## src/sv/ordered_list_engine_assert.svh

```systemverilog
// assertion macros for the ordered list engine
// expects signals clk and rst_n in the scope of use
`ifndef ORDERED_LIST_ENGINE_ASSERT_SVH
`define ORDERED_LIST_ENGINE_ASSERT_SVH

// checked on every edge once reset is released
`define OLE_CHECK(lbl, prop, msg) \
  lbl: assert property (@(posedge clk) disable iff (!rst_n) prop) else $error(msg);

// checked on every edge, reset included
`define OLE_CHECK_ALWAYS(lbl, prop, msg) \
  lbl: assert property (@(posedge clk) prop) else $error(msg);

`endif

```

## src/sv/ole_pkg.sv

```systemverilog
// shared types and constants of the ordered list engine
// no dependencies
package ole_pkg;

  localparam int CAPACITY = 16;
  localparam int DATA_W   = 32;
  localparam int POS_W    = $clog2(CAPACITY);
  localparam int CNT_W    = $clog2(CAPACITY + 1);

  // port field widths
  localparam int CMD_W = 3;
  localparam int VAL_W = 32;
  localparam int IDX_W = 5;
  localparam int STS_W = 2;
  localparam int SIZE_W = 5;
  localparam int REM_W  = 5;

  typedef enum logic [CMD_W-1:0] {
    CMD_ADD_FIRST  = 3'd0,
    CMD_ADD_LAST   = 3'd1,
    CMD_INSERT_AT  = 3'd2,
    CMD_REMOVE_AT  = 3'd3,
    CMD_REMOVE_ALL = 3'd4,
    CMD_PEEK_FIRST = 3'd5,
    CMD_PEEK_LAST  = 3'd6
  } cmd_t;

  typedef enum logic [STS_W-1:0] {
    STS_OK    = 2'd0,
    STS_INDEX = 2'd1,
    STS_EMPTY = 2'd2,
    STS_FULL  = 2'd3
  } status_t;

  // action broadcast along the cell chain
  typedef enum logic [1:0] {
    CELL_HOLD = 2'd0,
    CELL_INS  = 2'd1,
    CELL_DEL  = 2'd2
  } cell_op_t;

  typedef struct packed {
    cell_op_t          op;
    logic [POS_W-1:0]  pos;
  } cell_ctl_t;

endpackage

```

## src/sv/ordered_list_engine.sv

```systemverilog
// top level of the ordered list engine: command decode, scan sequencer,
// result register and the chain of list cells
// depends on ole_pkg, ole_cell and ordered_list_engine_assert.svh
//
//  channel  ports                                       direction
//  -------  ------------------------------------------  ---------
//  in       in_valid in_stall in_command in_value in_index   into block
//  out      out_valid out_stall out_status out_read_value
//           out_list_size out_removed_count              out of block
//
// add, insert, remove_at and peeks finish in the cycle their word is accepted;
// the result word is registered and shows up on the next cycle
// remove_all_equal walks the cell chain with a scan pointer, one entry per
// cycle while the result register is free (out_stall can hold the scan)
// while scanning, or while a finished result waits under out_stall, in_stall
// stays high
// rst_n (synchronous) empties the list; entry words are not cleared
module ordered_list_engine (
  input  logic                       clk,
  input  logic                       rst_n,
  input  logic                       in_valid,
  output logic                       in_stall,
  input  logic [ole_pkg::CMD_W-1:0]  in_command,
  input  logic [ole_pkg::VAL_W-1:0]  in_value,
  input  logic [ole_pkg::IDX_W-1:0]  in_index,
  output logic                       out_valid,
  input  logic                       out_stall,
  output logic [ole_pkg::STS_W-1:0]  out_status,
  output logic [ole_pkg::VAL_W-1:0]  out_read_value,
  output logic [ole_pkg::SIZE_W-1:0] out_list_size,
  output logic [ole_pkg::REM_W-1:0]  out_removed_count
);
  import ole_pkg::*;

  // one-hot sequencer states
  typedef enum logic [1:0] {
    ST_IDLE = 2'b01,
    ST_SCAN = 2'b10
  } state_t;

  state_t state_r, state_nxt;

  logic [CNT_W-1:0]  count_r, count_nxt;
  logic [CNT_W-1:0]  scan_pos_r, scan_pos_nxt;
  logic [REM_W-1:0]  removed_r, removed_nxt;
  logic [DATA_W-1:0] key_r, key_nxt;

  // result register
  logic              out_valid_r, out_valid_nxt;
  status_t           res_status_r, res_status_nxt;
  logic [VAL_W-1:0]  res_value_r, res_value_nxt;
  logic [SIZE_W-1:0] res_size_r, res_size_nxt;
  logic [REM_W-1:0]  res_removed_r, res_removed_nxt;
  logic              res_load;

  logic              out_free;
  logic              in_accept;
  logic              scan_step;
  logic              scan_hit;

  // cell chain
  cell_ctl_t         ctl;
  logic [DATA_W-1:0] cell_word;
  logic [DATA_W-1:0] cell_q [CAPACITY];
  logic [CAPACITY-1:0] match_vec;
  logic [POS_W-1:0]  rd_sel;
  logic [DATA_W-1:0] rd_word;

  logic              is_empty;
  logic              is_full;

  // the result register frees up when nothing waits in it or it is taken now
  assign out_free  = !out_valid_r || !out_stall;
  assign in_stall  = (state_r != ST_IDLE) || !out_free;
  assign in_accept = in_valid && !in_stall;
  assign scan_step = (state_r == ST_SCAN) && out_free;
  assign scan_hit  = match_vec[scan_pos_r[POS_W-1:0]];

  assign is_empty = (count_r == '0);
  assign is_full  = (count_r == CNT_W'(CAPACITY));

  // compare word is the held key while scanning, else the new word
  assign cell_word = (state_r == ST_SCAN) ? key_r : in_value[DATA_W-1:0];

  // single read tap on the chain, for remove_at and the peeks
  always_comb begin
    case (cmd_t'(in_command))
      CMD_PEEK_FIRST: rd_sel = '0;
      CMD_PEEK_LAST:  rd_sel = POS_W'(count_r - CNT_W'(1));
      default:        rd_sel = in_index[POS_W-1:0];
    endcase
  end
  assign rd_word = cell_q[rd_sel];

  always_comb begin
    state_nxt       = state_r;
    count_nxt       = count_r;
    scan_pos_nxt    = scan_pos_r;
    removed_nxt     = removed_r;
    key_nxt         = key_r;
    ctl.op          = CELL_HOLD;
    ctl.pos         = '0;
    res_load        = 1'b0;
    res_status_nxt  = res_status_r;
    res_value_nxt   = res_value_r;
    res_size_nxt    = res_size_r;
    res_removed_nxt = res_removed_r;

    if (in_accept) begin
      res_load        = 1'b1;
      res_status_nxt  = STS_OK;
      res_value_nxt   = '0;
      res_removed_nxt = '0;
      case (cmd_t'(in_command))
        CMD_ADD_FIRST, CMD_ADD_LAST: begin
          if (is_full) begin
            res_status_nxt = STS_FULL;
          end else begin
            ctl.op    = CELL_INS;
            ctl.pos   = (cmd_t'(in_command) == CMD_ADD_FIRST) ? '0 : count_r[POS_W-1:0];
            count_nxt = count_r + CNT_W'(1);
          end
        end
        CMD_INSERT_AT: begin
          if (CNT_W'(in_index) > count_r) begin
            res_status_nxt = STS_INDEX;
          end else if (is_full) begin
            res_status_nxt = STS_FULL;
          end else begin
            ctl.op    = CELL_INS;
            ctl.pos   = in_index[POS_W-1:0];
            count_nxt = count_r + CNT_W'(1);
          end
        end
        CMD_REMOVE_AT: begin
          if (is_empty) begin
            res_status_nxt = STS_EMPTY;
          end else if (CNT_W'(in_index) >= count_r) begin
            res_status_nxt = STS_INDEX;
          end else begin
            ctl.op          = CELL_DEL;
            ctl.pos         = in_index[POS_W-1:0];
            count_nxt       = count_r - CNT_W'(1);
            res_value_nxt   = VAL_W'(rd_word);
            res_removed_nxt = REM_W'(1);
          end
        end
        CMD_REMOVE_ALL: begin
          // empty list answers at once, otherwise the scan produces the result
          if (!is_empty) begin
            res_load     = 1'b0;
            state_nxt    = ST_SCAN;
            scan_pos_nxt = '0;
            removed_nxt  = '0;
            key_nxt      = in_value[DATA_W-1:0];
          end
        end
        CMD_PEEK_FIRST, CMD_PEEK_LAST: begin
          if (is_empty) begin
            res_status_nxt = STS_EMPTY;
          end else begin
            res_value_nxt = VAL_W'(rd_word);
          end
        end
        default: ;
      endcase
      res_size_nxt = SIZE_W'(count_nxt);
    end else if (scan_step) begin
      // drop the entry under the pointer on a hit, otherwise step past it
      if (scan_hit) begin
        ctl.op      = CELL_DEL;
        ctl.pos     = scan_pos_r[POS_W-1:0];
        count_nxt   = count_r - CNT_W'(1);
        removed_nxt = removed_r + REM_W'(1);
      end else begin
        scan_pos_nxt = scan_pos_r + CNT_W'(1);
      end
      if (scan_pos_nxt >= count_nxt) begin
        state_nxt       = ST_IDLE;
        res_load        = 1'b1;
        res_status_nxt  = STS_OK;
        res_value_nxt   = '0;
        res_size_nxt    = SIZE_W'(count_nxt);
        res_removed_nxt = removed_nxt;
      end
    end

    out_valid_nxt = (out_valid_r && out_stall) || res_load;
  end

  always_ff @(posedge clk) begin
    if (!rst_n) begin
      state_r     <= ST_IDLE;
      count_r     <= '0;
      out_valid_r <= 1'b0;
    end else begin
      state_r     <= state_nxt;
      count_r     <= count_nxt;
      out_valid_r <= out_valid_nxt;
    end
  end

  always_ff @(posedge clk) begin
    scan_pos_r    <= scan_pos_nxt;
    removed_r     <= removed_nxt;
    key_r         <= key_nxt;
    res_status_r  <= res_status_nxt;
    res_value_r   <= res_value_nxt;
    res_size_r    <= res_size_nxt;
    res_removed_r <= res_removed_nxt;
  end

  // the chain: each cell sees its neighbors; the ends see themselves
  for (genvar i = 0; i < CAPACITY; i++) begin : g_cell
    logic [DATA_W-1:0] left_q;
    logic [DATA_W-1:0] right_q;
    if (i == 0) begin : g_head
      assign left_q = cell_q[i];
    end else begin : g_mid_l
      assign left_q = cell_q[i-1];
    end
    if (i == CAPACITY - 1) begin : g_tail
      assign right_q = cell_q[i];
    end else begin : g_mid_r
      assign right_q = cell_q[i+1];
    end
    ole_cell u_cell (
      .clk      (clk),
      .cell_idx (POS_W'(i)),
      .ctl      (ctl),
      .word     (cell_word),
      .left_q   (left_q),
      .right_q  (right_q),
      .q        (cell_q[i]),
      .match    (match_vec[i])
    );
  end

  assign out_valid         = out_valid_r;
  assign out_status        = res_status_r;
  assign out_read_value    = res_value_r;
  assign out_list_size     = res_size_r;
  assign out_removed_count = res_removed_r;

`include "ordered_list_engine_assert.svh"

  `OLE_CHECK(a_count_bound, count_r <= CNT_W'(CAPACITY), "list size beyond capacity")
  `OLE_CHECK(a_scan_blocks_input, (state_r == ST_SCAN) |-> in_stall, "input open during scan")
  `OLE_CHECK(a_scan_hit_shrinks, (scan_step && scan_hit) |=> (count_r == $past(count_r) - CNT_W'(1)), "scan hit did not drop an entry")
  `OLE_CHECK(a_scan_pos_in_list, (state_r == ST_SCAN) |-> (scan_pos_r < count_r), "scan pointer past the list end")

endmodule

```

## src/sv/ole_cell.sv

```systemverilog
// one list entry of the cell chain: holds, loads or takes a neighbor's word
// depends on ole_pkg
module ole_cell (
  input  logic                      clk,
  input  logic [ole_pkg::POS_W-1:0] cell_idx,
  input  ole_pkg::cell_ctl_t        ctl,
  input  logic [ole_pkg::DATA_W-1:0] word,
  input  logic [ole_pkg::DATA_W-1:0] left_q,
  input  logic [ole_pkg::DATA_W-1:0] right_q,
  output logic [ole_pkg::DATA_W-1:0] q,
  output logic                      match
);
  import ole_pkg::*;

  logic [DATA_W-1:0] q_r;
  logic [DATA_W-1:0] q_nxt;

  always_comb begin
    q_nxt = q_r;
    case (ctl.op)
      CELL_INS: begin
        if (cell_idx == ctl.pos) begin
          q_nxt = word;
        end else if (cell_idx > ctl.pos) begin
          q_nxt = left_q;
        end
      end
      CELL_DEL: begin
        if (cell_idx >= ctl.pos) begin
          q_nxt = right_q;
        end
      end
      default: ;
    endcase
  end

  always_ff @(posedge clk) begin
    q_r <= q_nxt;
  end

  assign q     = q_r;
  assign match = (q_r == word);

endmodule

```

## config.mk

```make
export PLATFORM = sky130hd
export DESIGN_NAME = ordered_list_engine
export DESIGN_NICKNAME = d
export VERILOG_FILES = /design/src/sv/ole_pkg.sv /design/src/sv/ordered_list_engine.sv /design/src/sv/ole_cell.sv
export VERILOG_INCLUDE_DIRS = /design/src /design/src/sv
export SDC_FILE = /design/constraint.sdc
export NUM_CORES = 2
export LEC_CHECK = 0
export ABC_AREA = 1
export BUFFER_PORTS_ARGS = -buffer_cell sky130_fd_sc_hd__buf_2
export CAP_MARGIN = 25
export CORE_ASPECT_RATIO = 1.75
export CORE_MARGIN = 4
export CORE_UTILIZATION = 50
export DETAILED_ROUTE_END_ITERATION = 6
export PLACE_DENSITY_LB_ADDON = 0.3
export SLEW_MARGIN = 20
export SYNTH_ARGS = -nofsm -noshare
export SYNTH_HDL_FRONTEND = slang
export SYNTH_HIERARCHICAL = 1
export SYNTH_SLANG_ARGS = --single-unit
```

## constraint.sdc

```tcl
create_clock -name clk -period 8.82 [get_ports clk]
set_input_delay 1.764 -clock clk [delete_from_list [all_inputs] [get_ports clk]]
set_output_delay 1.764 -clock clk [all_outputs]
set_load 0.01 [all_outputs]
```

Word level (Yosys, flattened, before mapping) --
Index checks and enable logic that the tools add are counted.
Word-level totals: register bits 606, output and inout port bits 46
Operators by class: mux-type cells 133, equality and inequality tests 74, reductions and logical operators 39, bitwise gates (word level) 2, $lt $le $gt $ge 35, add/sub/neg operators 4
Operators with widths (count):
- 32-bit 2-to-1 mux | 55
- 32-bit one-hot mux with 2 select lines | 16
- 32-bit == test | 16
- 5-bit 2-to-1 mux | 28
- 32-bit binary-select mux with 4-bit select | 1
- 3-bit AND reduction | 17
- 3-bit by 1-bit != test with 1-bit output, second input constant | 14
- 2-bit by 1-bit != test with 1-bit output, second input constant | 18
- 4-bit == test, first input constant | 8
- 4-bit > comparator, first input constant | 8
- 6-bit 2-to-1 mux | 5
- 4-bit >= comparator, first input constant | 7
- 2-bit 2-to-1 mux | 12
- 6-bit one-hot mux with 3 select lines | 1
- 3-bit by 4-bit == test with 1-bit output, first input constant | 4
- 3-bit by 4-bit >= comparator with 1-bit output, first input constant | 4
- 3-bit by 4-bit > comparator with 1-bit output, first input constant | 4
- 5-bit by 1-bit adder with 5-bit output, second input constant | 3
- 5-bit one-hot mux with 3 select lines | 1
- 5-bit >= comparator | 2
- 1-bit 2-to-1 mux | 10
- 3-bit == test, second input constant | 3
- 2-bit by 4-bit == test with 1-bit output, first input constant | 2
- 1-bit by 4-bit >= comparator with 1-bit output, first input constant | 2
- 30 further kinds | 46

Logic depth before layout (Yosys ltp) --
word-level depth 13, depth in mapped cells 34, gate-level depth less buffers 33

Hierarchy --
The synthesis kept the hierarchy.
Modules (own cells, without submodules):
- ole_cell at g_cell[0].u_cell ... | sequential area each 960.9 sq um, area an instance 2409.8 sq um, instances 15, cells each 360
- ordered_list_engine | sequential area each 2742.6 sq um, area an instance 9912.0 sq um, instances 1, cells each 1722
- ole_cell at g_cell[10].u_cell | sequential area each 960.9 sq um, area an instance 2412.3 sq um, instances 1, cells each 362

Worst setup path after synthesis --
OpenSTA, ideal clock, no wires.
path kind input port to flip-flop, start point input in_value[17] (netlist bit), end point register g_cell[10].u_cell.q_r[0], enable pin, arrival time 6973 ps, data required time 8381 ps, buffers on the path 1, slack 1407 ps, stages on the path 25, path through nand2_1 > nand2_1 > inv_1 > nand2_1 > nand2_1 > nor2_1 > nand2_1 > nor2_1 > nand2_1 > nor2_1 > inv_1 > nand2_1 > nand3_1 > nand3_1 > nand3_1 > nand2_1 > buf_4 > nand2_1 > o22ai_1 > inv_1 > ha_1 > inv_1 > nor2_2 > o21ai_0 > a32oi_1
RTL lines:
- start, declared | line ordered_list_engine.sv:24 | input logic [ole_pkg::VAL_W-1:0] in_value,
- end signal, assigned | line ole_cell.sv:38 | q_r <= q_nxt;
- end, declared | line ole_cell.sv:15 | logic [DATA_W-1:0] q_r;

==> out/results.tsv <==
metric	value	unit
Hold Crit Class	reg -> reg	
Routed Antenna Nets	0	
starting density of the core	0.5054	
initial antenna violation count	0	
core area	0.09590	mm^2
CTS tree	built	
fill count	9386	
Relative slew margins	0.3268	
I/O pin count	90	
CTS buffer count	66	
Final Hold Fails	0	
Top Usage Layer GRT	met2	
min cycle time layout	7286	ps
synthesized area	0.04847	mm^2
Rows	150	
Most common cell on crit path	nand2_1	
worst skew pair latency	670	ps
Die Height	419.9	um
most common cell after layout, fill and taps aside	nand2_1	
CTS Hold Buffers Added	0	
grt ovf	0	
Primary FF master, synth	edfxtp_1	
Finished Cell Area	0.05200	mm^2
Peak VDD IR	178.2	uV
FMAX	0.1372	GHz
final setup vio count	0	
Syn Inst Count	7484	
Vias/cell	5.410	
DRC Markers	0	
Post CTS Setup Buffer Count	0	
Pleak	0.02559	uW
count of cell types in the netlist	43	
CTS root buf	clkbuf_16	
share of layout cells above drive strength 1	0.05647	
Layout Skew	42.15	ps
met1 usage	0.3273	
met3 Use GR	0.03320	
CP max stage delay	630	ps
Post-synth EDFFs	598	
vias in the first global route	44780	
Avg Cell Area, Syn	6.477	um^2
routability congestion estimate	0.9349	
Cell Pwr Density	148.4	mW/mm^2
RSZ-0062 raised after global routing	false	
average wire per standard cell	17.53	um
critical path class	reg -> reg	
total negative slack	0	ps
yosys synthesis warning count	6	
cell area after placement	0.04980	mm^2
Worst-Margin Slew	1010	ps
Die W	243.4	um
CP endpoint kind	flop	
most frequent cells in the layout	nand2_1, nor2_1, inv_1, edfxtp_1, a31oi_1	
DRT Pass-1 Iters	7	
Worst setup SP type	flop	
GR Util All Layers	0.2948	
clock slew seen by the registers of the worst setup and hold paths	70	ps
critical path's slowest cell	nand2_1	
Resize count post-CTS	0	
total power	7719	uW
maximum number of pins on one net before global-route repair	127	
status	finished clean	
final WL	155500	um
Worst EP required	9150	ps
max cap viols	0	
Slew Viols, Final	0	
area of the die	0.1022	mm^2
total number of vias	47990	
1st-iter DRT viols	5080	
first-pass GRT wire length	242000	um
critical path arrival	7620	ps
CTS H-Tree Depth	3	
FFs w/ async S/R, synth	0	
Seq/Total Area, Yosys	0.3738	
Clock Path Buffers	3	
PortBufs	89	
diode count	0	
crit share post-route	0.8261	
met2 Use GR	0.5289	
Final HPWL DP	110200	um
Layout area overhead	7.272	%
#FFs+latches synth	606	
Nets	7652	
CP max FO	33	
CTS sink count	606	
==> synthesized netlist by cell type (3+ instances only) <==
library cell  number  area [um^2]
nor3_1            18        90.09
clkinv_2          16        80.08
ha_1              80         1001
nand4_1            8        50.05
nand2_1         3034        11390
xor2_1            55        481.7
buf_2            139        695.7
or2_1             16        100.1
buf_6            129         1453
buf_4             11        82.58
inv_2              9        33.78
nand3_1          431         2157
dfxtp_1            8        160.2
clkinv_1           8        30.03
nand2_2            5        31.28
o22ai_1            3        18.77
edfxtp_1         598        17960
clkbuf_1          41        153.9
buf_1              7        26.28
nand4_2           15        187.7
a31oi_1          512         3203
a22oi_1            3        22.52
a21o_1            15        112.6
a21oi_1           88        440.4
nor2_1          1286         4827
inv_1            896         3363
o21ai_0           31        155.2
==> flip-flops by register name, indices dropped and copies added (netlist names) <==
signal / cells
out_valid: 1
out_list_size: 5
out_status: 2
count_r: 5
out_read_value: 32
removed_r: 5
state_r: 2
out_removed_count: 5
scan_pos_r: 5
g_cell.u_cell/q: 512
key_r: 32
==> final cells by class <==
class | instances | area (um^2) | area share
Tap cell | 1292 | 1617 | 0.03109
Clock buffer | 86 | 1812 | 0.03484
Timing Repair Buffer | 241 | 1739 | 0.03345
Sequential cell | 606 | 18120 | 0.3484
Clock inverter | 33 | 261.5 | 0.005029
Multi-Input combinational cell | 5683 | 24930 | 0.4794
Inverter | 930 | 3523 | 0.06776
==> routing by layer <==
layer / up-vias / wire, um
met2: 2110 / 77200
met5: - / 0
met3: 545 / 10210
li1: 23690 / -
met1: 21650 / 56710
met4: 0 / 11360
==> kinds of logic after synthesis <==
group | Yosys count | synth area share
other | 2 | 0.0001549
buffers and inverters | 1257 | 0.1222
DFF | 606 | 0.3738
xor gates and xnor gates | 56 | 0.01012
adders and majority gates | 80 | 0.02065
AOI/OAI and AO/OA | 662 | 0.08330
and+or+nand+nor | 4821 | 0.3898
==> power by group <==
| part | total [uW] | leakage, uW | switching [uW] | internal, uW |
|---|---|---|---|---|
| registers | 3420 | 0.00552 | 111 | 3310 |
| logic | 1460 | 0.0191 | 1010 | 451 |
| clock network | 2830 | 0.00102 | 1260 | 1570 |
| total | 7720 | 0.0256 | 2390 | 5330 |
==> worst paths after layout <==
check	depth (start not counted)	from	endpoint	slack, ps
hold reg to reg	2	state_r[1]$_SDFFE_PN0P_	state_r[1]$_SDFFE_PN0P_	500
setup / recovery	30	state_r[1]$_SDFFE_PN0P_	g_cell[5].u_cell/q[5]$_DFFE_PP_	1530
setup reg to reg	30	state_r[1]$_SDFFE_PN0P_	g_cell[5].u_cell/q[5]$_DFFE_PP_	1530
hold / removal	2	state_r[1]$_SDFFE_PN0P_	state_r[1]$_SDFFE_PN0P_	500
==> through the flow <==
step | utilization | std cells | hold slack [ps] | setup WS (ps)
floorplan | - | 7546 | 448.3 | 1407
global placement | 0.5189 | 8743 | 463.0 | 1265
detailed placement | 0.5192 | 8745 | 482.4 | 1111
CTS | 0.5408 | 8864 | 497.7 | 1528
global route | 0.5422 | 8871 | 519.8 | 977.1
finish | 0.5422 | 8871 | 499.3 | 1534
==> critical path, delay by kind of cell (launching register included) <==
family | cells | cell delay, ps
and+or+nand+nor | 16 | 2860
DFF | 1 | 310
AOI/OAI and AO/OA | 2 | 320
adders and majority gates | 1 | 340
buffers and inverters | 10 | 2970
xor gates and xnor gates | 1 | 110
Note: power is estimated with default switching activity, not from simulation.
